## src/tbts_pkg.sv

```systemverilog
// Shared types and constants of the two-bone tube skinning block.
`timescale 1ns / 1ps

package tbts_pkg;

   localparam int unsigned POS_W  = 24;
   localparam int unsigned NRM_W  = 16;
   localparam int unsigned ROW_W  = 3 * POS_W;
   localparam int unsigned REQ_W  = 128;
   localparam int unsigned RSP_W  = 120;

   // Operation codes carried in the request tuser.
   localparam logic [1:0] OP_LOAD   = 2'd0;
   localparam logic [1:0] OP_FIRST  = 2'd1;
   localparam logic [1:0] OP_SECOND = 2'd2;

   // Frame row that holds the segment origin.
   localparam logic [1:0] ROW_ORIGIN = 2'd3;

   typedef struct packed {
      logic [1:0]               operation;
      logic [5:0]               segment;
      logic [1:0]               row;
      logic signed [POS_W-1:0]  a_x;
      logic signed [POS_W-1:0]  a_y;
      logic signed [POS_W-1:0]  a_z;
      logic signed [NRM_W-1:0]  b_x;
      logic signed [NRM_W-1:0]  b_y;
      logic signed [NRM_W-1:0]  b_z;
   } tbts_item_type;

   typedef struct packed {
      logic       latch_in;
      logic       mem_we;
      logic       mem_re;
      logic [1:0] row;
      logic [1:0] comp;
      logic       row_latch;
      logic       mul;
      logic       acc;
      logic       fin;
      logic       org_latch;
      logic       sq;
      logic       sqrt_init;
      logic       sqrt_step;
      logic       div_init;
      logic       div_step;
      logic       div_done;
      logic       out_load;
   } tbts_cmd_type;

   typedef struct packed {
      logic [1:0] op;
      logic       len_zero;
   } tbts_status_type;

endpackage

```

## src/tbts_ctrl.sv

```systemverilog
// Sequencer of the skinning block: steps the datapath through each beat's work.
`timescale 1ns / 1ps

module tbts_ctrl
   import tbts_pkg::*;
(
   input  logic            clock,
   input  logic            reset,
   input  logic            req_tvalid,
   input  logic [1:0]      req_op,
   output logic            req_tready,
   output logic            rsp_tvalid,
   input  logic            rsp_tready,
   input  tbts_status_type status,
   output tbts_cmd_type    cmd
);

   typedef enum logic [3:0] {
      S_IDLE, S_WRITE, S_RD, S_LATCH, S_MUL, S_ACC, S_FIN, S_ORD, S_OLAT,
      S_SQ, S_SQRT_INIT, S_SQRT, S_DIV_INIT, S_DIV, S_DIV_DONE, S_EMIT
   } state_type;

   state_type  state_ff, state_in;
   logic [1:0] k_ff, k_in;
   logic [1:0] c_ff, c_in;
   logic [4:0] it_ff, it_in;
   logic       valid_ff, valid_in;

   logic emit_ok;
   assign emit_ok = !valid_ff || rsp_tready;

   always_comb begin
      state_in = state_ff;
      k_in     = k_ff;
      c_in     = c_ff;
      it_in    = it_ff;
      valid_in = valid_ff && !rsp_tready;
      cmd      = '0;
      cmd.row  = k_ff;
      cmd.comp = c_ff;
      unique case (state_ff)
         S_IDLE: begin
            if (req_tvalid) begin
               cmd.latch_in = 1'b1;
               k_in = 2'd0;
               c_in = 2'd0;
               if (req_op == OP_FIRST || req_op == OP_SECOND) begin
                  state_in = S_RD;
               end else begin
                  state_in = S_WRITE;
               end
            end
         end
         S_WRITE: begin
            cmd.mem_we = (status.op == OP_LOAD);
            state_in = S_IDLE;
         end
         S_RD: begin
            cmd.mem_re = 1'b1;
            state_in = S_LATCH;
         end
         S_LATCH: begin
            cmd.row_latch = 1'b1;
            c_in = 2'd0;
            state_in = S_MUL;
         end
         S_MUL: begin
            cmd.mul = 1'b1;
            state_in = S_ACC;
         end
         S_ACC: begin
            cmd.acc = 1'b1;
            if (c_ff == 2'd2) begin
               c_in = 2'd0;
               if (k_ff == 2'd2) begin
                  state_in = S_FIN;
               end else begin
                  k_in = k_ff + 2'd1;
                  state_in = S_RD;
               end
            end else begin
               c_in = c_ff + 2'd1;
               state_in = S_MUL;
            end
         end
         S_FIN: begin
            cmd.fin = 1'b1;
            state_in = (status.op == OP_SECOND) ? S_ORD : S_IDLE;
         end
         S_ORD: begin
            cmd.mem_re = 1'b1;
            cmd.row = ROW_ORIGIN;
            state_in = S_OLAT;
         end
         S_OLAT: begin
            cmd.org_latch = 1'b1;
            c_in = 2'd0;
            state_in = S_SQ;
         end
         S_SQ: begin
            cmd.sq = 1'b1;
            if (c_ff == 2'd2) begin
               c_in = 2'd0;
               state_in = S_SQRT_INIT;
            end else begin
               c_in = c_ff + 2'd1;
            end
         end
         S_SQRT_INIT: begin
            cmd.sqrt_init = 1'b1;
            it_in = 5'd0;
            state_in = status.len_zero ? S_EMIT : S_SQRT;
         end
         S_SQRT: begin
            cmd.sqrt_step = 1'b1;
            it_in = it_ff + 5'd1;
            if (it_ff == 5'd31) begin
               c_in = 2'd0;
               state_in = S_DIV_INIT;
            end
         end
         S_DIV_INIT: begin
            cmd.div_init = 1'b1;
            it_in = 5'd0;
            state_in = S_DIV;
         end
         S_DIV: begin
            cmd.div_step = 1'b1;
            it_in = it_ff + 5'd1;
            if (it_ff == 5'd15) begin
               state_in = S_DIV_DONE;
            end
         end
         S_DIV_DONE: begin
            cmd.div_done = 1'b1;
            if (c_ff == 2'd2) begin
               state_in = S_EMIT;
            end else begin
               c_in = c_ff + 2'd1;
               state_in = S_DIV_INIT;
            end
         end
         S_EMIT: begin
            if (emit_ok) begin
               cmd.out_load = 1'b1;
               valid_in = 1'b1;
               state_in = S_IDLE;
            end
         end
         default: state_in = S_IDLE;
      endcase
   end

   always_ff @(posedge clock) begin
      if (reset) begin
         state_ff <= S_IDLE;
         k_ff     <= 2'd0;
         c_ff     <= 2'd0;
         it_ff    <= 5'd0;
         valid_ff <= 1'b0;
      end else begin
         state_ff <= state_in;
         k_ff     <= k_in;
         c_ff     <= c_in;
         it_ff    <= it_in;
         valid_ff <= valid_in;
      end
   end

   assign req_tready = (state_ff == S_IDLE);
   assign rsp_tvalid = valid_ff;

endmodule

```

## config.mk

```make
export PLATFORM = sky130hd
export DESIGN_NAME = tbts_ctrl
export DESIGN_NICKNAME = d
export VERILOG_FILES = /design/src/tbts_pkg.sv /design/src/tbts_ctrl.sv
export SDC_FILE = /design/constraint.sdc
export NUM_CORES = 1
export LEC_CHECK = 0
export BUFFER_PORTS_ARGS = -buffer_cell sky130_fd_sc_hd__buf_2
export CELL_PAD_IN_SITES_DETAIL_PLACEMENT = 1
export CELL_PAD_IN_SITES_GLOBAL_PLACEMENT = 2
export CORE_UTILIZATION = 26
export DETAILED_ROUTE_END_ITERATION = 12
export GPL_ROUTABILITY_DRIVEN = 0
export PLACE_DENSITY_LB_ADDON = 0.3
export SETUP_SLACK_MARGIN = 0.4
export SYNTH_ARGS = -nofsm -noshare
export SYNTH_HDL_FRONTEND = slang
export SYNTH_SLANG_ARGS = --single-unit
```

## constraint.sdc

```tcl
create_clock -name clock -period 1.9 [get_ports clock]
set_input_delay 0.19 -clock clock [delete_from_list [all_inputs] [get_ports clock]]
set_output_delay 0.19 -clock clock [all_outputs]
set_load 0.005 [all_outputs]
```

==> out/qor.yml, run 1 <==
endpoint_kind: "flop"
dp_hpwl_um: 2912
relSlewSlack_pct: 74.58
first_global_vias: 1400
worstMarginPinSlew_ns: 0.3805
synth_area_leader_cell: "dfxtp_1"
crit_type: "flop to flop"
final_antenna_net_count: 0
critical_path.max_stage_delay_ns: 0.34
grt_overflow_total: 0
cp_top_family: "compound AO/OA/AOI/OAI gates"
total_power_mw: 1.818
grt_max_degree: 17
final_cell_mix: "buf_2, nor2_1, buf_4"
dr_total_vias: 1297
final_core_util_pct: 39.41
fin_worst_hold_slack_ns: 0.2882
crit_chain: "ha_4 -> and3_4 -> ha_4 -> nand4b_1 -> a21o_1 -> a21boi_4 -> mux2_4"
drc: 0
nets: 212
antenna_found_initial: 0
worst-path-max-fanout: 2
rsz0062_at_grt: "yes"
synth.net_count: 172
yosysWarnings: 0
crit_buf_inv: 0
cts_hold_buf: 0
drive_gt1_share_pct: 43.81
synth-edff-count: 0
drtPass1Iterations: 4
grt_pass1_wl_um: 6872
yosys_register_bits: 14
cts-root-buf: "clkbuf_8"
core-area_um2: 4384
antennaDiodeCount: 0
synth.distinct_cells: 50
grt_use_total_pct: 17.52
dieHeight_um: 69.94
status: "finished clean"
clkTransAtPathRegs_ns: 0.06
clk_latency_ns: 0.24
avgViaCountPerCell: 5.272
crit_slowest_cell: "dfxtp_2"
p_leak_nw: 0.6836
tritoncts: "built"
ys_top_cells_by_area: "dfxtp_1, ha_1, a21oi_1"
htreeDepth: 1
post-synth-top-area-fraction_pct: 23.36
crit_required_ns: 2.03
port_buffers: 29
ys_async_sr_fraction_pct: 0
ir_drop_v: 0.0003968
numCtsBuffers: 3
final_max_slew_viol_count: 0
hold_violations: 0
fmax_mhz: 572.1
fin_tns_setup_ns: 0
wirelength_um: 4037
avgSynthCellArea_um2: 7.692
die_area_um2: 4891
crit_top_cell: "ha_4"
ys.flop_type: "dfxtp_1"
power_density_nw_per_um2: 1052
cp-start-kind: "flop"
post-route-min-period_ns: 1.748
start_util_pct: 27.37
cp.arrival_ns: 1.87
final_common_cell: "buf_2"
setup-violations-final: 0
clock-sinks: 14
period_share_pct: 92.00
drv_cap: 0
synth_area_um2: 1200
hp-class: "primary input to flop"
areaGrowthSynthToFinish_pct: 44.00
ys_seq_area_share_pct: 23.36
io_pins: 30
synth_cells: 156
skew_ns: 0.005342
cts_buffer_depth: 2
drtIter0Drc: 40
rows: 24
wire_per_inst_um: 16.41
die_width_um: 69.94
## cell type report
cell class,count,area [µm²]
Clock buffer,3,41.29
Timing Repair Buffer,48,306.5
Fill cell,543,2656
Inverter,5,18.77
Multi-Input combinational cell,124,1003
Tap cell,52,65.06
Sequential cell,14,292.8
## cell usage after synthesis, drive strengths merged, types with 4 or more instances
cell	n
inv	5
nor2b	5
buf	9
ha	7
o21ai	7
nor4bb	4
a21oi	13
nand2b	4
nor2	16
nand2	10
dfxtp	14
and2	5
clkbuf	4
nand3	5
nor3	5
## tightest hold or removal path: stages
cell and delay [ns]:
buf_2 0.07, nor2b_1 0.08, nor2_1 0.10, nor2_1 0.04
## stage by stage
step,area (µm²),cells,worst slack (ns)
after global routing,1728,246,0.1135
after detailed placement,1476,237,0.09265
final,1728,246,0.1520
after floorplan,1230,156,0.1675
after CTS,1672,246,0.1611
after global placement,1476,237,0.1130
## layer usage
layer  track usage, %  vias up  share of wire (%)
li1                 -      645                  -
met1            22.15      627                 47
met2            31.84       23                 49
met3            1.732        2                2.7
met4            4.000        0               0.47
met5                0        -                  0
## final timing paths
kind | depth (start not counted) | slack (ns) | to | from
setup / recovery | 7 | 0.15 | c_ff[1] | it_ff[0]
hold / removal | 4 | 0.29 | rsp_tvalid | rsp_tready
hold reg to reg | 2 | 0.46 | k_ff[0] | k_ff[0]
setup reg to reg | 7 | 0.15 | c_ff[1] | it_ff[0]
## cell families after synthesis
group,after synthesis,share of synthesized area (%)
simple gates,75,36.60
mux,4,4.275
xor+xnor,2,1.460
fa+ha+maj,7,7.299
buf+inv,18,6.673
compound gates,36,20.34
flops,14,23.36
## power by group
part	total (mW)	switching (mW)	internal, mW
sequential	0.465	0.127	0.339
clock	0.245	0.105	0.140
combinational	1.11	0.565	0.543
## sequential cells by signal (all words and copies together), names as in the netlist
name,count
k_ff,2
state_ff,4
c_ff,2
it_ff,5
rsp_tvalid,1
## what timing repair did
item	4_1_cts	5_1_grt
pin swaps	9	5
setup buffers	6	0
setup endpoints to repair	30	25
cloned	0	0
resized for setup	27	10
Note: power is estimated with default switching activity, not from simulation.
==> run 2: changes to the inputs <==
CORE_ASPECT_RATIO = 0.6   (was not set)
CTS_CLUSTER_DIAMETER = 150   (was not set)
==> run 2 against run 1 <==
  * Register-to-register slack worse by 0.04 ns
  * Sequential power down 6.2%
  * Sequential share of layout area decreased by 0.28 points
  * Final area up 2.1%
  * Wire length up 7.8%
  * Hold slack lost 0.0027 ns
  * Die area is 0.17% higher
  * Cell count grew 5.7%
  * Critical endpoint is now c_ff[0]
==> out/qor.yml, run 2 (synthesis gave the netlist of run 1 again) <==
status: "finished clean"
fin_tns_setup_ns: 0
wirelength_um: 4351
crit_chain: "ha_4 -> and3_4 -> ha_4 -> nand4b_1 -> a21o_1 -> a21boi_4 -> mux2_4"
crit_top_cell: "ha_4"
areaGrowthSynthToFinish_pct: 47.03
grt_use_total_pct: 18.88
hold_violations: 0
nets: 217
die_area_um2: 4899
crit_buf_inv: 0
final_antenna_net_count: 0
final_cell_mix: "buf_2, buf_4, nor2_1"
p_int_mw: 1.094
skew_ns: 0.001076
hp-class: "primary input to flop"
drv_cap: 0
htreeDepth: 1
crit_type: "flop to flop"
relSlewSlack_pct: 76.84
pwr-share-comb_pct: 60.9
drtPass1Iterations: 4
grt_overflow_total: 0
worstMarginPinSlew_ns: 0.3474
biggestRegsByFlops: "it_ff: 5 flops, state_ff: 4 flops"
critical_path.max_stage_delay_ns: 0.34
antenna_found_initial: 0
cts_buffer_depth: 2
clock-sinks: 14
io_pins: 30
setup-violations-final: 0
final_max_slew_viol_count: 0
tritoncts: "built"
clkTransAtPathRegs_ns: 0.06
largest_reg_flops: 5
fillCellCount: 497
dp_hpwl_um: 2847
post-route-min-period_ns: 1.785
numCtsBuffers: 3
regMostFlops: "it_ff"
core-area_um2: 4257
power_frac_seq_pct: 23.2
clock_power_share_pct: 15.9
power_density_nw_per_um2: 1066
cp.arrival_ns: 1.92
port_buffers: 29
worst-path-max-fanout: 4
start_util_pct: 28.19
rows: 18
drtIter0Drc: 76
ir_drop_v: 0.0003626
crit_required_ns: 2.04
p_leak_nw: 0.7291
p_sw_mw: 0.7873
dr_total_vias: 1362
drc: 0
dieHeight_um: 54.62
final_core_util_pct: 41.45
die_width_um: 89.70
grt_max_degree: 19
wire_per_inst_um: 16.73
fmax_mhz: 560.2
avgViaCountPerCell: 5.238
cts-root-buf: "clkbuf_8"
antennaDiodeCount: 0
rsz0062_at_grt: "yes"
power_switching_share_pct: 41.86
clk_latency_ns: 0.25
period_share_pct: 93.95
cts_hold_buf: 0
cp-start-kind: "flop"
cp_top_family: "compound AO/OA/AOI/OAI gates"
crit_slowest_cell: "dfxtp_2"
endpoint_kind: "flop"
final_common_cell: "buf_2"
grt_pass1_wl_um: 7065
drive_gt1_share_pct: 40.50
first_global_vias: 1345
==> run 2: cell count changes in the layout (fill, tap and decap cells not counted), moves of 2 or more <==
cell	before	now
a311oi_2	2	0
buf_4	14	17
a21oi_1	11	13
a21oi_2	2	0
nor3_1	1	3
a311oi_1	0	2
nor3_2	4	2
==> run 2: layout make-up <==
type,count,area (µm²),share of cell area (%)
flip-flops and latches,14,294.0,16.67
repair buffers,53,385.4,21.84
inverters,5,18.77,1.064
multi-input cells,124,935.9,53.05
clock buffers,4,55.05,3.121
well taps,60,75.07,4.255
==> run 2: power groups by stage <==
stage                     Clock, mW  Combinational [mW]  Sequential (mW)
after floorplan                   0               0.657            0.356
after global placement            0               0.821            0.432
after detailed placement          0               0.855            0.432
after CTS                     0.307                1.04            0.426
after global routing          0.323                1.25            0.445
final                         0.300                1.15            0.436
==> run 2: worst register-to-register path: stages, from the launching register on <==
cell and delay [ns]:
dfxtp_2 0.34, ha_4 0.16, and3_4 0.17, ha_4 0.14, nand4b_1 0.17, a21o_1 0.22
a21boi_4 0.16, mux2_4 0.30
==> run 2: through the flow <==
stage / power [mW] / cell area [µm²] / setup WS, ns / hold slack, ns / instances
finish: 1.881 / 1764 / 0.1150 / 0.2855 / 260
global route: 2.020 / 1764 / 0.05725 / 0.3281 / 260
CTS: 1.772 / 1689 / 0.1532 / 0.2874 / 254
detailed placement: 1.287 / 1469 / 0.08699 / 0.4767 / 241
global placement: 1.253 / 1469 / 0.1181 / 0.4434 / 241
floorplan: 1.012 / 1230 / 0.1675 / 0.3980 / 156
==> run 2: path summary, 6_finish.rpt <==
check,start,to,slack [ns],cells past startpoint
max,it_ff[0],c_ff[0],0.12,7
min,rsp_tready,rsp_tvalid,0.29,4
max reg2reg,it_ff[0],c_ff[0],0.12,7
min reg2reg,k_ff[0],k_ff[0],0.49,2
==> run 2: what timing repair did <==
| item | in CTS | in global routing |
|---|---|---|
| endpoints found under the setup margin | 29 | 24 |
| setup buffers | 8 | 6 |
| endpoints found under the hold margin | 0 | 0 |
| cloned | 1 | 0 |
| pin swaps | 4 | 2 |
| gates resized for setup | 20 | 6 |
==> run 2: routing by layer <==
metal / track usage, % / vias up / part of all wire, %
met2: 32.05 / 38 / 44
met3: 3.056 / 2 / 3.9
met4: 3.279 / 0 / 0.44
met1: 25.94 / 663 / 51
met5: 0 / - / 0
li1: - / 659 / -
==> run 3: changes to the inputs <==
BUFFER_PORTS_ARGS = -buffer_cell sky130_fd_sc_hd__buf_4   (was -buffer_cell sky130_fd_sc_hd__buf_2)
GPL_TIMING_DRIVEN = 0   (was not set)
SLEW_MARGIN = 20   (was not set)
==> run 3 against run 2 <==
  * Clock skew is 0.0018 ns higher
  * Via count up 6.3%
  * Final area is 20% higher
  * Worst setup slack lost 0.078 ns
  * Total power grew 25%
  * Die area unchanged
==> out/qor.yml, run 3 (synthesis gave the netlist of run 1 again) <==
grt_overflow_total: 0
final_antenna_net_count: 0
placed_cells: 244
r2r-start: "it_ff[0]"
cts_buffer_depth: 2
grt_max_degree: 11
rsz0062_at_grt: "yes"
period_share_pct: 98.04
final_cells: 271
post-route-min-period_ns: 1.863
timing.final.ws_setup_ns: 0.03722
status: "finished clean"
tritoncts: "built"
grt_use_total_pct: 20.45
rr_endpoint: "state_ff[1]"
crit_type: "flop to flop"
worst-path-max-fanout: 4
ff_latch_area_um2: 291.5
largest_reg_flops: 5
grt_pass1_wl_um: 7700
fin_worst_hold_slack_ns: 0.2892
fin_tns_setup_ns: 0
fillCellCount: 490
power_density_nw_per_um2: 1113
dpl_cell_area_um2: 1515
first_global_vias: 1474
final_max_slew_viol_count: 0
relSlewSlack_pct: 61.23
skew_ns: 0.002903
multi_input_area_um2: 1122
final_cell_mix: "buf_4, a21oi_1, nor2_1"
critical_path.max_stage_delay_ns: 0.34
clkTransAtPathRegs_ns: 0.06
core-area_um2: 4257
drtPass1Iterations: 4
drc: 0
htreeDepth: 1
final_cell_area_um2: 2118
min_delay_path_depth: 4
final_core_util_pct: 49.76
endpoint_kind: "flop"
dieHeight_um: 54.62
total_power_mw: 2.357
wirelength_um: 5161
reg2reg_depth: 9
antenna_found_initial: 0
start_util_pct: 28.19
clk_latency_ns: 0.25
setup-violations-final: 0
min_to: "k_ff[1]"
r2r_slack_ns: 0.04
crit_required_ns: 2.02
crit_buf_inv: 2
fmax_mhz: 536.8
biggestRegsByFlops: "it_ff: 5 flops, state_ff: 4 flops"
io_pins: 30
drtIter0Drc: 87
numCtsBuffers: 3
cts-root-buf: "clkbuf_8"
final_common_cell: "buf_4"
regMostFlops: "it_ff"
clock-sinks: 14
cp-start-kind: "flop"
nets: 229
die_width_um: 89.70
cp_top_family: "compound AO/OA/AOI/OAI gates"
crit_chain: "ha_4 -> and3_4 -> ha_4 -> nand4b_1 -> a21o_1 -> buf_6 -> buf_6 -> a21oi_1 -> a311oi_2"
cp.arrival_ns: 1.98
antennaDiodeCount: 0
drive_gt1_share_pct: 55.45
wire_per_inst_um: 19.04
hold_start: "req_tvalid"
hp-class: "primary input to flop"
place_ws_ns: -0.009499
worstMarginPinSlew_ns: 0.5815
rows: 18
areaGrowthSynthToFinish_pct: 76.54
dp_hpwl_um: 3131
avgViaCountPerCell: 5.343
p_leak_nw: 0.8208
dr_total_vias: 1448
crit_slowest_cell: "dfxtp_2"
die_area_um2: 4899
drv_cap: 0
ir_drop_v: 0.0003924
port_buffers: 28
hold_violations: 0
run 3: layer usage:
metal  GRT usage (%)  wire [µm]  up-vias
met3           4.444        282        8
met1           27.20       2424      705
met2           34.74       2394       54
li1                -          -      681
met5               0          0        -
met4           4.372         59        0
run 3: timing repair:
action | 4_1_cts | 5_1_grt
hold buffers | 0 | 0
hold endpoints to repair | 0 | 0
pin swaps | 11 | 11
gates resized for setup | 63 | 26
setup endpoints to repair | 29 | 28
setup buffers | 21 | 3
run 3: report_power, final:
group / internal [mW] / leakage [nW] / switching (mW)
sequential: 0.336 / 0.117 / 0.0446
clock: 0.141 / 0.0216 / 0.117
combinational: 0.856 / 0.682 / 0.863
run 3: worst max path at each step:
stage                start           to  slack, ns  cells after the start
2_1_floorplan     it_ff[1]      c_ff[0]       0.17                      7
3_3_place_gp   state_ff[2]      cmd[14]     0.0001                      5
3_5_place_dp   state_ff[2]  state_ff[1]     -0.009                      5
4_1_cts           it_ff[0]  state_ff[0]       0.13                      9
5_1_grt           it_ff[1]  state_ff[1]     -0.005                      9
6_report          it_ff[0]  state_ff[1]       0.04                      9
run 3: final cells by class:
cell class | count | share of cell area (%)
multi-input cells | 124 | 52.98
repair buffers | 52 | 19.55
flip-flops and latches | 14 | 13.76
plain buffers | 13 | 7.324
well taps | 60 | 3.544
clock buffers | 3 | 1.949
inverters | 5 | 0.8860
run 3: worst reg2reg max path: stages (launching register included):
cell      delay [ns]
dfxtp_2         0.34
ha_4            0.16
and3_4          0.19
ha_4            0.15
nand4b_1        0.17
a21o_1          0.23
buf_6           0.14
buf_6           0.11
a21oi_1         0.18
a311oi_2        0.05
